File: src/design/msp_style_frame_parser_top_defines.svh
`ifndef MSP_STYLE_FRAME_PARSER_TOP_DEFINES_SVH
`define MSP_STYLE_FRAME_PARSER_TOP_DEFINES_SVH

// assertion on an explicit clock and active-low reset
`define MSPFP_ASSERT_CLK(lbl, clk, rst_n, prop, msg) \
  lbl: assert property (@(posedge clk) disable iff (!rst_n) prop) else $error(msg);

// assertion on the usual clk_i / rst_ni pair
`define MSPFP_ASSERT(lbl, prop, msg) \
  `MSPFP_ASSERT_CLK(lbl, clk_i, rst_ni, prop, msg)

`endif

File: src/design/mspfp_pkg.sv
package mspfp_pkg;

  localparam logic [7:0] HdrFirst      = 8'h24;
  localparam logic [7:0] HdrSecond     = 8'h4D;
  localparam logic [7:0] MaxPayloadRst = 8'd64;
  localparam int unsigned TdataW       = 32;

  typedef enum logic [2:0] {
    PH_DOLLAR = 3'd0,
    PH_EM     = 3'd1,
    PH_DIR    = 3'd2,
    PH_SIZE   = 3'd3,
    PH_DATA   = 3'd4,
    PH_CHECK  = 3'd5
  } phase_e;

  typedef enum logic [1:0] {
    ST_OK         = 2'd0,
    ST_BAD_HEADER = 2'd1,
    ST_TOO_LONG   = 2'd2,
    ST_BAD_CHECK  = 2'd3
  } status_e;

  typedef enum logic {
    KIND_PAYLOAD = 1'b0,
    KIND_STATUS  = 1'b1
  } kind_e;

  typedef struct packed {
    kind_e      kind;
    logic [7:0] data_byte;
    logic [7:0] frame_dir;
    logic [7:0] frame_size;
    status_e    status;
  } res_t;

endpackage

File: src/design/mspfp_skid.sv
`include "msp_style_frame_parser_top_defines.svh"

module mspfp_skid (
  input  logic             clk_i,
  input  logic             rst_ni,
  input  logic             in_valid_i,
  output logic             in_ready_o,
  input  mspfp_pkg::res_t  in_res_i,
  output logic             out_valid_o,
  input  logic             out_ready_i,
  output mspfp_pkg::res_t  out_res_o
);

  logic            out_vld_q, out_vld_d;
  logic            skid_vld_q, skid_vld_d;
  mspfp_pkg::res_t out_q, out_d;
  mspfp_pkg::res_t skid_q, skid_d;

  assign in_ready_o  = !skid_vld_q;
  assign out_valid_o = out_vld_q;
  assign out_res_o   = out_q;

  always_comb begin
    out_vld_d  = out_vld_q;
    skid_vld_d = skid_vld_q;
    out_d      = out_q;
    skid_d     = skid_q;
    if (out_ready_i || !out_vld_q) begin
      if (skid_vld_q) begin
        out_d      = skid_q;
        out_vld_d  = 1'b1;
        skid_vld_d = 1'b0;
      end else begin
        out_d     = in_res_i;
        out_vld_d = in_valid_i;
      end
    end else if (in_valid_i && !skid_vld_q) begin
      // output stalled, park the transaction in the skid stage
      skid_d     = in_res_i;
      skid_vld_d = 1'b1;
    end
  end

  always_ff @(posedge clk_i or negedge rst_ni) begin
    if (!rst_ni) begin
      out_vld_q  <= 1'b0;
      skid_vld_q <= 1'b0;
    end else begin
      out_vld_q  <= out_vld_d;
      skid_vld_q <= skid_vld_d;
    end
  end

  always_ff @(posedge clk_i) begin
    out_q  <= out_d;
    skid_q <= skid_d;
  end

  `MSPFP_ASSERT(a_skid_implies_out, skid_vld_q |-> out_vld_q, "skid full with empty output")
  `MSPFP_ASSERT(a_stall_parks, (in_valid_i && in_ready_o && out_vld_q && !out_ready_i) |=> skid_vld_q, "stalled transaction lost")

endmodule

File: src/design/msp_style_frame_parser_top.sv
// Byte-stream deframer for '$' 'M' dir size payload check frames. One byte is taken on the
// slave stream per cycle while s_axis_tready_o is high; each payload byte leaves as a payload
// item (tuser 0) and every frame or header error ends with one status item (tuser 1) carrying
// direction, size and status (0 ok, 1 bad header, 2 too long, 3 bad check byte). The parser
// step is combinational, and its result is registered in the output register on the master
// side, or in a one-entry skid stage while the master stream stalls; s_axis_tready_o drops
// only while the skid stage holds a result. The payload length limit (reset 64) is written
// over the cfg channel by the user, only while the stream is idle; the block does not enforce this.
`include "msp_style_frame_parser_top_defines.svh"

module msp_style_frame_parser_top (
  input  logic                           clk_i,
  input  logic                           rst_ni,
  input  logic                           s_axis_tvalid_i,
  output logic                           s_axis_tready_o,
  input  logic [7:0]                     s_axis_tdata_i,  // byte_in
  output logic                           m_axis_tvalid_o,
  input  logic                           m_axis_tready_i,
  // data_byte, frame_dir, frame_size, status, zero fill
  output logic [mspfp_pkg::TdataW-1:0]   m_axis_tdata_o,
  output logic                           m_axis_tuser_o,  // kind
  input  logic                           cfg_valid_i,
  output logic                           cfg_ready_o,
  input  logic [7:0]                     cfg_data_i       // payload length limit
);

  mspfp_pkg::phase_e phase_q, phase_d;
  logic [7:0]        bytes_left_q, bytes_left_d;
  logic [7:0]        check_acc_q, check_acc_d;
  logic [7:0]        dir_q, dir_d;
  logic [7:0]        size_q, size_d;
  logic [7:0]        len_limit_q;
  logic              in_acc;
  logic              in_ready;
  logic              res_valid;
  mspfp_pkg::res_t   res;
  mspfp_pkg::res_t   out_res;

  assign cfg_ready_o     = 1'b1;
  assign s_axis_tready_o = in_ready;
  assign in_acc          = s_axis_tvalid_i && in_ready;

  always_ff @(posedge clk_i or negedge rst_ni) begin
    if (!rst_ni) begin
      len_limit_q <= mspfp_pkg::MaxPayloadRst;
    end else if (cfg_valid_i) begin
      len_limit_q <= cfg_data_i;
    end
  end

  // next state
  always_comb begin
    phase_d      = phase_q;
    bytes_left_d = bytes_left_q;
    check_acc_d  = check_acc_q;
    dir_d        = dir_q;
    size_d       = size_q;
    if (in_acc) begin
      unique case (phase_q)
        mspfp_pkg::PH_EM: begin
          phase_d = (s_axis_tdata_i == mspfp_pkg::HdrSecond) ? mspfp_pkg::PH_DIR
                                                              : mspfp_pkg::PH_DOLLAR;
        end
        mspfp_pkg::PH_DIR: begin
          dir_d   = s_axis_tdata_i;
          phase_d = mspfp_pkg::PH_SIZE;
        end
        mspfp_pkg::PH_SIZE: begin
          size_d = s_axis_tdata_i;
          if (s_axis_tdata_i > len_limit_q) begin
            phase_d = mspfp_pkg::PH_DOLLAR;
          end else begin
            check_acc_d  = s_axis_tdata_i;
            bytes_left_d = s_axis_tdata_i;
            phase_d = (s_axis_tdata_i == 8'd0) ? mspfp_pkg::PH_CHECK : mspfp_pkg::PH_DATA;
          end
        end
        mspfp_pkg::PH_DATA: begin
          check_acc_d  = check_acc_q ^ s_axis_tdata_i;
          bytes_left_d = bytes_left_q - 8'd1;
          if (bytes_left_q == 8'd1) begin
            phase_d = mspfp_pkg::PH_CHECK;
          end
        end
        mspfp_pkg::PH_CHECK: begin
          phase_d = mspfp_pkg::PH_DOLLAR;
        end
        default: begin
          phase_d = (s_axis_tdata_i == mspfp_pkg::HdrFirst) ? mspfp_pkg::PH_EM
                                                             : mspfp_pkg::PH_DOLLAR;
        end
      endcase
    end
  end

  // result for the byte being taken
  always_comb begin
    res_valid      = 1'b0;
    res.kind       = mspfp_pkg::KIND_STATUS;
    res.data_byte  = 8'd0;
    res.frame_dir  = 8'd0;
    res.frame_size = 8'd0;
    res.status     = mspfp_pkg::ST_OK;
    unique case (phase_q)
      mspfp_pkg::PH_EM: begin
        res_valid  = (s_axis_tdata_i != mspfp_pkg::HdrSecond);
        res.status = mspfp_pkg::ST_BAD_HEADER;
      end
      mspfp_pkg::PH_DIR: begin
        res_valid = 1'b0;
      end
      mspfp_pkg::PH_SIZE: begin
        res_valid      = (s_axis_tdata_i > len_limit_q);
        res.frame_dir  = dir_q;
        res.frame_size = s_axis_tdata_i;
        res.status     = mspfp_pkg::ST_TOO_LONG;
      end
      mspfp_pkg::PH_DATA: begin
        res_valid     = 1'b1;
        res.kind      = mspfp_pkg::KIND_PAYLOAD;
        res.data_byte = s_axis_tdata_i;
      end
      mspfp_pkg::PH_CHECK: begin
        res_valid      = 1'b1;
        res.frame_dir  = dir_q;
        res.frame_size = size_q;
        res.status     = (s_axis_tdata_i == check_acc_q) ? mspfp_pkg::ST_OK
                                                         : mspfp_pkg::ST_BAD_CHECK;
      end
      default: begin
        res_valid  = (s_axis_tdata_i != mspfp_pkg::HdrFirst);
        res.status = mspfp_pkg::ST_BAD_HEADER;
      end
    endcase
  end

  always_ff @(posedge clk_i or negedge rst_ni) begin
    if (!rst_ni) begin
      phase_q      <= mspfp_pkg::PH_DOLLAR;
      bytes_left_q <= 8'd0;
      check_acc_q  <= 8'd0;
      dir_q        <= 8'd0;
      size_q       <= 8'd0;
    end else begin
      phase_q      <= phase_d;
      bytes_left_q <= bytes_left_d;
      check_acc_q  <= check_acc_d;
      dir_q        <= dir_d;
      size_q       <= size_d;
    end
  end

  mspfp_skid u_skid (
    .clk_i       (clk_i),
    .rst_ni      (rst_ni),
    .in_valid_i  (in_acc && res_valid),
    .in_ready_o  (in_ready),
    .in_res_i    (res),
    .out_valid_o (m_axis_tvalid_o),
    .out_ready_i (m_axis_tready_i),
    .out_res_o   (out_res)
  );

  assign m_axis_tuser_o = out_res.kind;
  assign m_axis_tdata_o = {6'd0, out_res.status, out_res.frame_size, out_res.frame_dir,
                           out_res.data_byte};

  `MSPFP_ASSERT(a_data_count_live, (phase_q == mspfp_pkg::PH_DATA) |-> (bytes_left_q != 8'd0), "payload phase with no bytes left")
  `MSPFP_ASSERT(a_check_count_done, (phase_q == mspfp_pkg::PH_CHECK) |-> (bytes_left_q == 8'd0), "check phase with bytes left")
  `MSPFP_ASSERT(a_payload_clean, (res_valid && res.kind == mspfp_pkg::KIND_PAYLOAD) |-> (res.status == mspfp_pkg::ST_OK && res.frame_dir == 8'd0 && res.frame_size == 8'd0), "payload item with frame fields set")

endmodule
File: config.mk
export PLATFORM = sky130hd
export DESIGN_NAME = msp_style_frame_parser_top
export DESIGN_NICKNAME = d
export VERILOG_FILES = /design/src/design/mspfp_pkg.sv /design/src/design/mspfp_skid.sv /design/src/design/msp_style_frame_parser_top.sv
export VERILOG_INCLUDE_DIRS = /design/src /design/src/design
export SDC_FILE = /design/constraint.sdc
export NUM_CORES = 1
export LEC_CHECK = 0
export BUFFER_PORTS_ARGS = -buffer_cell sky130_fd_sc_hd__buf_2
export CORE_MARGIN = 5
export CORE_UTILIZATION = 25
export CTS_CLUSTER_DIAMETER = 150
export DETAILED_ROUTE_END_ITERATION = 10
export GPL_TIMING_DRIVEN = 0
export PLACE_DENSITY_LB_ADDON = 0.08
export SYNTH_ARGS = -nofsm -noshare
export SYNTH_HDL_FRONTEND = slang
export SYNTH_SLANG_ARGS = --single-unit
File: constraint.sdc
create_clock -name clk_i -period 3.65 [get_ports clk_i]
set_input_delay 0.1825 -clock clk_i [delete_from_list [all_inputs] [get_ports clk_i]]
set_output_delay 0.1825 -clock clk_i [all_outputs]
set_load 0.05 [all_outputs]
* Word level (Yosys, flattened, before mapping)
Index checks and enable logic that the tools add are counted.
Storage, ports and cells: flip-flop bits (word level) 99, bits in latches 0, bits in writable memories 0, memory bits (read-only) 0, output and inout port bits 36, logic and storage cells 69, memories 0
Cells by class: $add $sub $neg 1, multipliers 0, div/mod/pow operators 0, $lt $le $gt $ge 1, equality and inequality tests 13, shift-type cells 0, muxes and demuxes 18, bitwise logic cells 2, reduce and logical (&&, ||, !) cells 16
Operators by type and width (count):
- 16-bit case mux with 2 select lines | 1
- 8-bit case mux with 2 select lines | 2
- 27-bit two-way mux | 1
- 3-bit case mux with 5 select lines | 1
- 9-bit two-way mux | 1
- 8-bit by 1-bit == test with 1-bit output (second input constant) | 1
- 8-bit by 6-bit == test with 1-bit output (second input constant) | 1
- 8-bit by 7-bit == test with 1-bit output (second input constant) | 1
- 8-bit == test | 1
- 8-bit > comparator | 1
- 8-bit logical NOT | 1
- 8-bit two-way mux | 1
- 8-bit by 6-bit != test with 1-bit output (second input constant) | 1
- 8-bit by 7-bit != test with 1-bit output (second input constant) | 1
- 2-bit AND reduction | 4
- 8-bit by 1-bit subtractor with 8-bit output (second input constant) | 1
- 8-bit bitwise XOR | 1
- 3-bit by 2-bit == test with 1-bit output (second input constant) | 2
- 3-bit == test (second input constant) | 2
- 3-bit two-way mux | 2
- 2-bit case mux with 3 select lines | 1
- 1-bit two-way mux | 5
- 2-bit two-way mux | 2
- 2-bit != test (second input constant) | 2
- other kinds (9) | 14

* Logic depth before layout (Yosys ltp)
Gate-level depths: netlist (run 1).
word-level depth 7, gate-level depth with buffers 9

* Cells and area by module
From an unflattened synthesis (run 1), not the netlist that was laid out.
Unflattened totals: cell total of the unflattened synthesis 381, area, all modules 4845.9 sq um
By module, submodules not included:
- msp_style_frame_parser_top | instances 1, cells each 289, area an instance 2706.3 sq um, seq. area each 1077.3 sq um
- mspfp_skid | instances 1, cells each 92, area an instance 2139.6 sq um, seq. area each 1671.6 sq um

* Worst setup path before layout (run 1)
OpenSTA, ideal clock, no wires.
path type reg2reg, from register len_limit_q[6], to register u_skid.skid_q[0] (netlist bit) (enable), library setup time 0.386 ns, arrival time 2.320 ns, path slack 0.943 ns, cell stages (with the launch flop) 9, period minus slack after synthesis 2.707 ns, cell sequence dfstp_2 -> inv_1 -> ha_1 -> nand4_1 -> nor2_1 -> a211o_1 -> and2_1 -> o21ai_0 -> and3_1
On the way: cells in the longest elaborated chain, start to end 5
RTL lines:
- from (decl) | RTL line msp_style_frame_parser_top.sv:32 | logic [7:0] len_limit_q;
- from (signal assigned) | RTL line msp_style_frame_parser_top.sv:45 | len_limit_q <= mspfp_pkg::MaxPayloadRst;
- from (signal assigned) | RTL line msp_style_frame_parser_top.sv:47 | len_limit_q <= cfg_data_i;
- 8-bit > comparator | RTL line msp_style_frame_parser_top.sv:113 | res_valid = (s_axis_tdata_i > len_limit_q);
- 1-bit case mux with 4 select lines | RTL line msp_style_frame_parser_top.sv:104 | unique case (phase_q)
- 1-bit logical AND | RTL line msp_style_frame_parser_top.sv:156 | .in_valid_i (in_acc && res_valid),
- 1-bit logical AND | RTL line mspfp_skid.sv:37 | end else if (in_valid_i && !skid_vld_q) begin
- 2-bit AND reduction (no line)
- to (signal assigned) | RTL line mspfp_skid.sv:56 | skid_q <= skid_d;
- to (decl) | RTL line mspfp_skid.sv:17 | mspfp_pkg::res_t skid_q, skid_d;
Every way passes these cells. A chain may end at the register's enable or synchronous reset.

* Worst setup path in the final report (run 1)
from register len_limit_q[6], to register u_skid.skid_q[9] (netlist bit) (enable)
The elaborated chain is that of the path after synthesis.

==> reports/metrics.yaml, run 1 <==
finish:
  antennaDiodeCount: 0
  drive_gt1_share_pct: 28.21
  fin_nets: 502
  syn_to_final_growth_pct: 18.12
  utilization_pct: 29.99
detailed_routing:
  dr.pass1.iters: 5
  dr_total_vias: 3233
  detail-route-antenna-nets: 0
  drtIter0Drc: 192
  drc: 0
  drt_wl_total_microns: 11790
  wire_per_inst_microns: 16.63
  avgViaCountPerCell: 4.560
grt:
  grt_usage_pct: 11.32
  antenna_found_initial: 0
  grt_overflow: 0
  first_global_vias: 3395
  grt_max_degree: 46
  grt_pass1_wl_microns: 19180
critical_path:
  crit_chain: "inv_1 > ha_1 > nand4_1 > nor2_1 > a211o_1 > and2_1 > o21ai_0 > and3_1 > buf_16"
  critPathRequiredTime_ns: 3.71
  crit_buf_inv: 2
  crit_path_max_incr_delay_ns: 0.58
  crit_slowest_cell: "and3_1"
  crit_fanout: 18
  setup.worst_path.end_class: "flop"
  path_class: "flop to flop"
  startpoint_type: "flop"
  critical-path-top-delay-family: "simple AND/OR/NAND/NOR gates"
  cp.arrival_ns: 2.93
timing:
  rsz0062_at_grt: "false"
  setup_tns_ns: 0
  drv_slew: 0
  worstMarginPinSlew_ns: 1.114
  final.period_utilization_pct: 78.79
  skew_ns: 0.009448
  final.min_clock_period_ns: 2.876
  worst_hold_slack_ns: 0.03784
  finalHoldViolCount: 0
  max_freq_mhz: 347.7
  setup_violations: 0
  slew_headroom_pct: 25.75
power:
  p_per_area_nw_per_um2: 435.2
  p_sw_share_pct: 27.83
  p_clk_share_pct: 37.6
  vdd_drop_max_uv: 226.7
  switching_power_mw: 0.6816
  p_leak_nw: 2.427
  intPower_mw: 1.768
  pwr-share-seq_pct: 50.4
  comb_power_share_pct: 12.0
clock_tree:
  clock_latency_ns: 0.35
  ctsHoldBuffers: 0
  cts_sinks: 99
  tritoncts: "built"
  cts_resized: 0
  cts-root-buf: "clkbuf_16"
  clock_path_buffers: 2
  cts_buffers: 9
  cts_setup_buffers: 0
  clk_pin_slew_ns: 0.07
  htree_levels: 3
floorplan:
  row_count: 50
  core_area_sq_um: 18770
  die-area_sq_um: 21920
  initial_core_util_pct: 25.39
  num_io_pins: 57
  die_w_microns: 148.1
  die_h_microns: 148.1
yosys:
  yosysUniqueCellTypes: 59
  synth-seq-cells: 99
  synthFlopType: "edfxtp_1"
  synth_edf_count: 54
  synth_warnings: 0
  ys_seq_area_share_pct: 57.68
  synthCells: 404
  syn_avg_cell_area_sq_um: 11.80
  async_reset_ff_share_pct: 45.45
  syn_area_sq_um: 4766
place:
  place_congestion: 0.7445
  dp_hpwl_microns: 7935
  port-buffer-count: 49
outcome:
  status: "completed"
job:
  cap_violations: 0
hold_path:
  hp-class: "input pin to asynchronous set/reset pin"
[path summary, 6_finish.rpt]
kind / startpoint / to / slack [ns] / cells after the start
setup / recovery: len_limit_q[6]$_DFFE_PN1P_ / u_skid.skid_q[9]$_DFFE_PP_ / 0.77 / 9
hold / removal: rst_ni / check_acc_q[5]$_DFFE_PN0P_ / 0.04 / 1
setup reg to reg: len_limit_q[6]$_DFFE_PN1P_ / u_skid.skid_q[9]$_DFFE_PP_ / 0.77 / 9
hold reg to reg: size_q[7]$_DFFE_PN0P_ / size_q[7]$_DFFE_PN0P_ / 0.48 / 2
max in group asynchronous: rst_ni / size_q[7]$_DFFE_PN0P_ / 2.92 / 1
min in group clk_i: cfg_data_i[3] / len_limit_q[3]$_DFFE_PN0P_ / 0.04 / 3
[cell families after synthesis]
family | count (synthesis) | share of synthesized area, %
flip-flops | 99 | 57.68
XOR/XNOR | 8 | 1.470
buffers and inverters | 42 | 4.306
AO/OA/AOI/OAI | 90 | 12.18
adder cells (fa/ha/maj) | 11 | 2.888
multiplexers | 31 | 7.771
AND/OR/NAND/NOR | 121 | 13.55
other | 2 | 0.1576
[worst reg2reg max path, delay by kind of cell, from the launching register on]
kind | cells | cell delay (ns)
AOI/OAI and AO/OA | 2 | 0.46
adders and majority gates | 1 | 0.29
DFF | 1 | 0.52
and+or+nand+nor | 4 | 1.04
buffers and inverters | 2 | 0.29
[per-layer routing]
metal | vias up | track usage (%) | share of wire [%]
met5 | - | 0 | 0
met2 | 67 | 17.86 | 45
met1 | 1569 | 15.51 | 49
met4 | 0 | 4.296 | 1.4
li1 | 1586 | - | -
met3 | 11 | 2.133 | 4.0
[cell type report]
type | count | area [sq um]
Buffer | 28 | 152.6
Clock buffer | 9 | 225.2
Clock inverter | 7 | 51.30
Fill cell | 1971 | 13140
Inverter | 14 | 52.55
Multi-Input combinational cell | 268 | 1833
Sequential cell | 99 | 2749
Tap cell | 234 | 292.8
Timing Repair Buffer | 50 | 272.8
[cell usage in the layout, fill, tap and decap left out, types with 2 or more instances in the layout]
cell	netlist	routed
buf_2	8	57
edfxtp_1	54	54
nand2_1	47	47
dfrtp_1	44	44
o21ai_0	28	28
mux2_2	24	24
a21oi_1	16	16
nor2_1	15	15
o31ai_1	12	12
inv_1	11	11
ha_1	11	11
clkbuf_1	10	10
clkbuf_16	0	9
and2_4	8	8
xor2_1	8	8
nand3_1	8	8
buf_4	8	8
and2_1	7	7
a21boi_0	7	7
conb_1	2	7
a22o_1	6	6
nand4_1	6	6
mux2_4	6	6
nor3_1	5	5
and3_1	3	3
nor4_1	3	3
a211oi_1	3	3
a22oi_1	3	3
inv_2	2	2
nor2_2	2	2
or2_4	2	2
clkinv_1	1	2
o211ai_1	2	2
or3_1	2	2
a21o_1	2	2
o211a_1	2	2
o21ai_1	2	2
inv_6	0	2
clkinv_4	0	2
[state kept, by name (all words and copies together), names as in the netlist]
register / count
size_q: 8
len_limit_q: 8
dir_q: 8
u_skid.skid_q: 27
bytes_left_q: 8
u_skid.out_valid_o: 1
check_acc_q: 8
phase_q: 3
u_skid.out_res_o: 27
u_skid.skid_vld_q: 1
[power by group through the flow]
stage | sequential (mW) | clock (mW) | combinational (mW)
CTS | 1.24 | 0.961 | 0.296
detailed placement | 1.26 | 0 | 0.295
floorplan | 1.34 | 0 | 0.119
global placement | 1.26 | 0 | 0.293
global route | 1.24 | 1.01 | 0.319
finish | 1.24 | 0.921 | 0.293
[cells in the mapped netlist, types with 2 or more instances]
library cell	number	share of area (%)
a21oi_1	16	1.7
dfrtp_1	44	23
nor3_1	5	0.52
nor2_2	2	0.26
and3_1	3	0.39
a211oi_1	3	0.47
o21ai_0	28	2.9
o21ai_1	2	0.21
nand2_1	47	3.7
edfxtp_1	54	34
mux2_4	6	1.9
or2_4	2	0.37
buf_2	8	0.84
a21boi_0	7	1.1
nand2b_1	2	0.26
ha_1	11	2.9
clkbuf_1	10	0.79
o211a_1	2	0.42
nor2_1	15	1.2
nand3_1	8	0.84
nand4_1	6	0.79
a22o_1	6	1.1
o31ai_1	12	1.9
o211ai_1	2	0.31
buf_4	8	1.3
a22oi_1	3	0.47
inv_1	11	0.87
mux2_2	24	5.7
and2_4	8	1.5
and2_1	7	0.92
a21o_1	2	0.31
nor4_1	3	0.39
or3_1	2	0.26
conb_1	2	0.16
inv_2	2	0.16
xor2_1	8	1.5
[stage by stage]
| step | area, sq um | worst slack [ns] | instances | power [mW] |
|---|---|---|---|---|
| 2_1_floorplan | 4785 | 0.9432 | 409 | 1.464 |
| 3_3_place_gp | 5323 | 0.03608 | 692 | 1.553 |
| 3_5_place_dp | 5325 | 0.04049 | 692 | 1.556 |
| 4_1_cts | 5602 | 0.3350 | 708 | 2.494 |
| 5_1_grt | 5629 | 0.5541 | 709 | 2.569 |
| 6_report | 5629 | 0.7743 | 709 | 2.450 |
(Power assumes the default switching activity.)
==> run 2: changes to the inputs <==
- clock period: 3.65 -> 2.8 ns (I/O delays scaled with it)
==> run 2 against run 1 <==
  * Largest power group unchanged
  * Flip-flop and latch count stayed put
  * Routed wire length rose by 3.0%
  * Fmax up 12%
  * Clock-buffer cell count unchanged
  * Combinational power increased by 32%
  * Utilization is 0.27 points higher
  * First-iteration DRC count increased by 8.3%
  * Sequential power is 30% higher
  * Worst setup slack lost 0.53 ns
  * Critical endpoint is now u_skid.skid_q[6]$_DFFE_PP_
  * The flow now finishes with violations (hold timing)
  * Clock power increased by 30%
==> reports/metrics.yaml, run 2 (synthesis results as in run 1) <==
timing:
  max_freq_mhz: 390.6  # +12%
  setup_violations: 0  # unchanged
  final.period_utilization_pct: 91.44  # +13 points
  final.min_clock_period_ns: 2.560  # -0.3154 ns
  setup_slack_ns: 0.2397  # -0.5346 ns
  drv_slew: 0  # unchanged
  worstMarginPinSlew_ns: 1.115  # +0.001652 ns
  worst_hold_slack_ns: -0.01118  # -0.04903 ns
  rsz0062_at_grt: "false"
  finalHoldViolCount: 9  # +9
  slew_headroom_pct: 25.64  # -0.11 points
  skew_ns: 0.008346  # -0.001102 ns
critical_path:
  crit_slowest_cell: "dfstp_2"
  worstSetupPathDepth: 8  # -1
  critical-path-top-delay-family: "simple AND/OR/NAND/NOR gates"
  crit_buf_inv: 1  # -1
  crit_fanout: 7  # -11
  cp.arrival_ns: 2.60  # -0.33 ns
  crit_chain: "inv_1 > ha_1 > nand4_1 > nor2_1 > a211o_1 > and2_1 > o21ai_2 > and3_2"
  startpoint_type: "flop"
  path_class: "flop to flop"
  reg2reg_depth: 8  # -1
  critPathRequiredTime_ns: 2.84  # -0.87 ns
  crit_path_max_incr_delay_ns: 0.52  # -0.06 ns
  setup.worst_path.end_class: "flop"
place:
  placedCellCount: 692  # unchanged
  place_congestion: 0.7445  # unchanged
  dp_hpwl_microns: 7935  # unchanged
  port-buffer-count: 49  # unchanged
  dp_slack_ns: -0.7670  # -0.8075 ns
floorplan:
  row_count: 50  # unchanged
  die_w_microns: 148.1  # unchanged
  die-area_sq_um: 21920  # unchanged
  num_io_pins: 57  # unchanged
  core_area_sq_um: 18770  # unchanged
  die_h_microns: 148.1  # unchanged
  initial_core_util_pct: 25.39  # unchanged
hold_path:
  hp-class: "input pin to asynchronous set/reset pin"
power:
  pwr-share-seq_pct: 50.3  # about the same
  vdd_drop_max_uv: 300.3  # +32%
  intPower_mw: 2.307  # +30%
  comb_power_share_pct: 12.1  # about the same
  p_sw_share_pct: 27.89  # +0.062 points
  fin_total_pwr_mw: 3.199  # +31%
  p_clk_share_pct: 37.5  # about the same
  p_leak_nw: 2.444  # +0.74%
  p_per_area_nw_per_um2: 563.4  # +29%
  switching_power_mw: 0.8923  # +31%
detailed_routing:
  wl_met1_microns: 5875  # +1.0%
  detail-route-antenna-nets: 0  # unchanged
  drc: 0  # unchanged
  drt_wl_total_microns: 12150  # +3.0%
  wl_met2_microns: 5569  # +4.2%
  met3_wirelength_microns: 517  # +11%
  wire_per_inst_microns: 17.00  # +2.2%
  avgViaCountPerCell: 4.583  # +0.51%
  dr_total_vias: 3277  # +1.4%
  dr.pass1.iters: 5  # unchanged
  top_layer_used: "met4"
  drtIter0Drc: 208  # +8.3%
finish:
  final_cell_mix: "buf_2, edfxtp_1, nand2_1"
  drive_gt1_share_pct: 28.48  # +0.27 points
  layout_commonest_cell: "buf_2"
  antennaDiodeCount: 0  # unchanged
  fin_cells: 715  # +0.85%
  fin_nets: 508  # +1.2%
  syn_to_final_growth_pct: 19.17
clock_tree:
  cts_buffers: 9  # unchanged
  clock_path_buffers: 2  # unchanged
  cts_setup_buffers: 0  # unchanged
  clock_latency_ns: 0.35  # about the same
  tritoncts: "built"
  clk_pin_slew_ns: 0.07  # about the same
  cts_sinks: 99  # unchanged
  htree_levels: 3  # unchanged
  cts-root-buf: "clkbuf_16"
grt:
  grt_overflow: 0  # unchanged
  antenna_found_initial: 0  # unchanged
  grt_max_degree: 46  # unchanged
  grt_pass1_wl_microns: 19240  # +0.32%
  grt_usage_pct: 11.36  # +0.032 points
  first_global_vias: 3412  # +0.50%
outcome:
  failed_checks: "hold timing"
  status: "finished, violations left"
job:
  cap_violations: 0  # unchanged
## run 2: cell count changes in the layout (fill, tap and decap cells not counted), sizes merged
| cell | before | now |
|---|---|---|
| dlygate4sd3 | 0 | 5 |
| and3 | 4 | 6 |
| buf | 68 | 67 |
## run 2: through the flow
stage | util [%] | hold WS (ns) | setup TNS, ns | instance area [sq um]
2_1_floorplan | - | -0.1556 | 0 | 4785
3_3_place_gp | 28.36 | 0.3504 | -20.75 | 5323
3_5_place_dp | 28.37 | 0.3545 | -20.64 | 5325
4_1_cts | 30.14 | 0.0008437 | 0 | 5657
5_1_grt | 30.26 | 0.007302 | 0 | 5679
6_report | 30.26 | -0.01118 | 0 | 5679
## run 2: final timing paths
kind / end / start / slack [ns]
worst max-delay path: u_skid.skid_q[6]$_DFFE_PP_ / len_limit_q[6]$_DFFE_PN1P_ / 0.24
worst min-delay path: check_acc_q[5]$_DFFE_PN0P_ / rst_ni / -0.01
worst max register to register: u_skid.skid_q[6]$_DFFE_PP_ / len_limit_q[6]$_DFFE_PN1P_ / 0.24
worst min register to register: size_q[7]$_DFFE_PN0P_ / size_q[7]$_DFFE_PN0P_ / 0.48
max in group asynchronous: size_q[7]$_DFFE_PN0P_ / rst_ni / 2.11
min in group clk_i: len_limit_q[2]$_DFFE_PN0P_ / cfg_data_i[2] / 0.01
## run 2: power groups by stage
stage / logic [mW] / clock network, mW / registers, mW
after floorplan: 0.155 / 0 / 1.75
after global placement: 0.382 / 0 / 1.64
after detailed placement: 0.385 / 0 / 1.64
after CTS: 0.392 / 1.25 / 1.61
after global routing: 0.423 / 1.32 / 1.62
final: 0.388 / 1.20 / 1.61
## run 2: area by class of cell
type / instances / area (sq um)
sequential: 99 / 2749
multi-input combinational: 270 / 1861
clock buffer: 9 / 225.2
clock inverter: 7 / 51.30
fill: 1968 / 13090
inverter: 14 / 52.55
tap: 234 / 292.8
buffer: 28 / 152.6
timing repair buffer: 54 / 295.3
## run 2: repair_timing
item                       4_1_cts  5_1_grt
hold endpoints to repair         5        0
hold buffers                     5        0
gates resized for setup          2        3
cloned                           0        2
setup endpoints to repair       27        7
pin swaps                        0        1
## run 2: layer usage
layer / up-vias / global-route usage, %
met5: - / 0
met4: 0 / 4.296
met3: 13 / 2.133
met2: 67 / 18.02
met1: 1593 / 15.47
li1: 1604 / -
## run 2: worst reg2reg max path, stage by stage, from the launching register on
cell     delay, ns
dfstp_2       0.52
inv_1         0.05
ha_1          0.29
nand4_1       0.15
nor2_1        0.07
a211o_1       0.32
and2_1        0.25
o21ai_2       0.24
and3_2        0.37
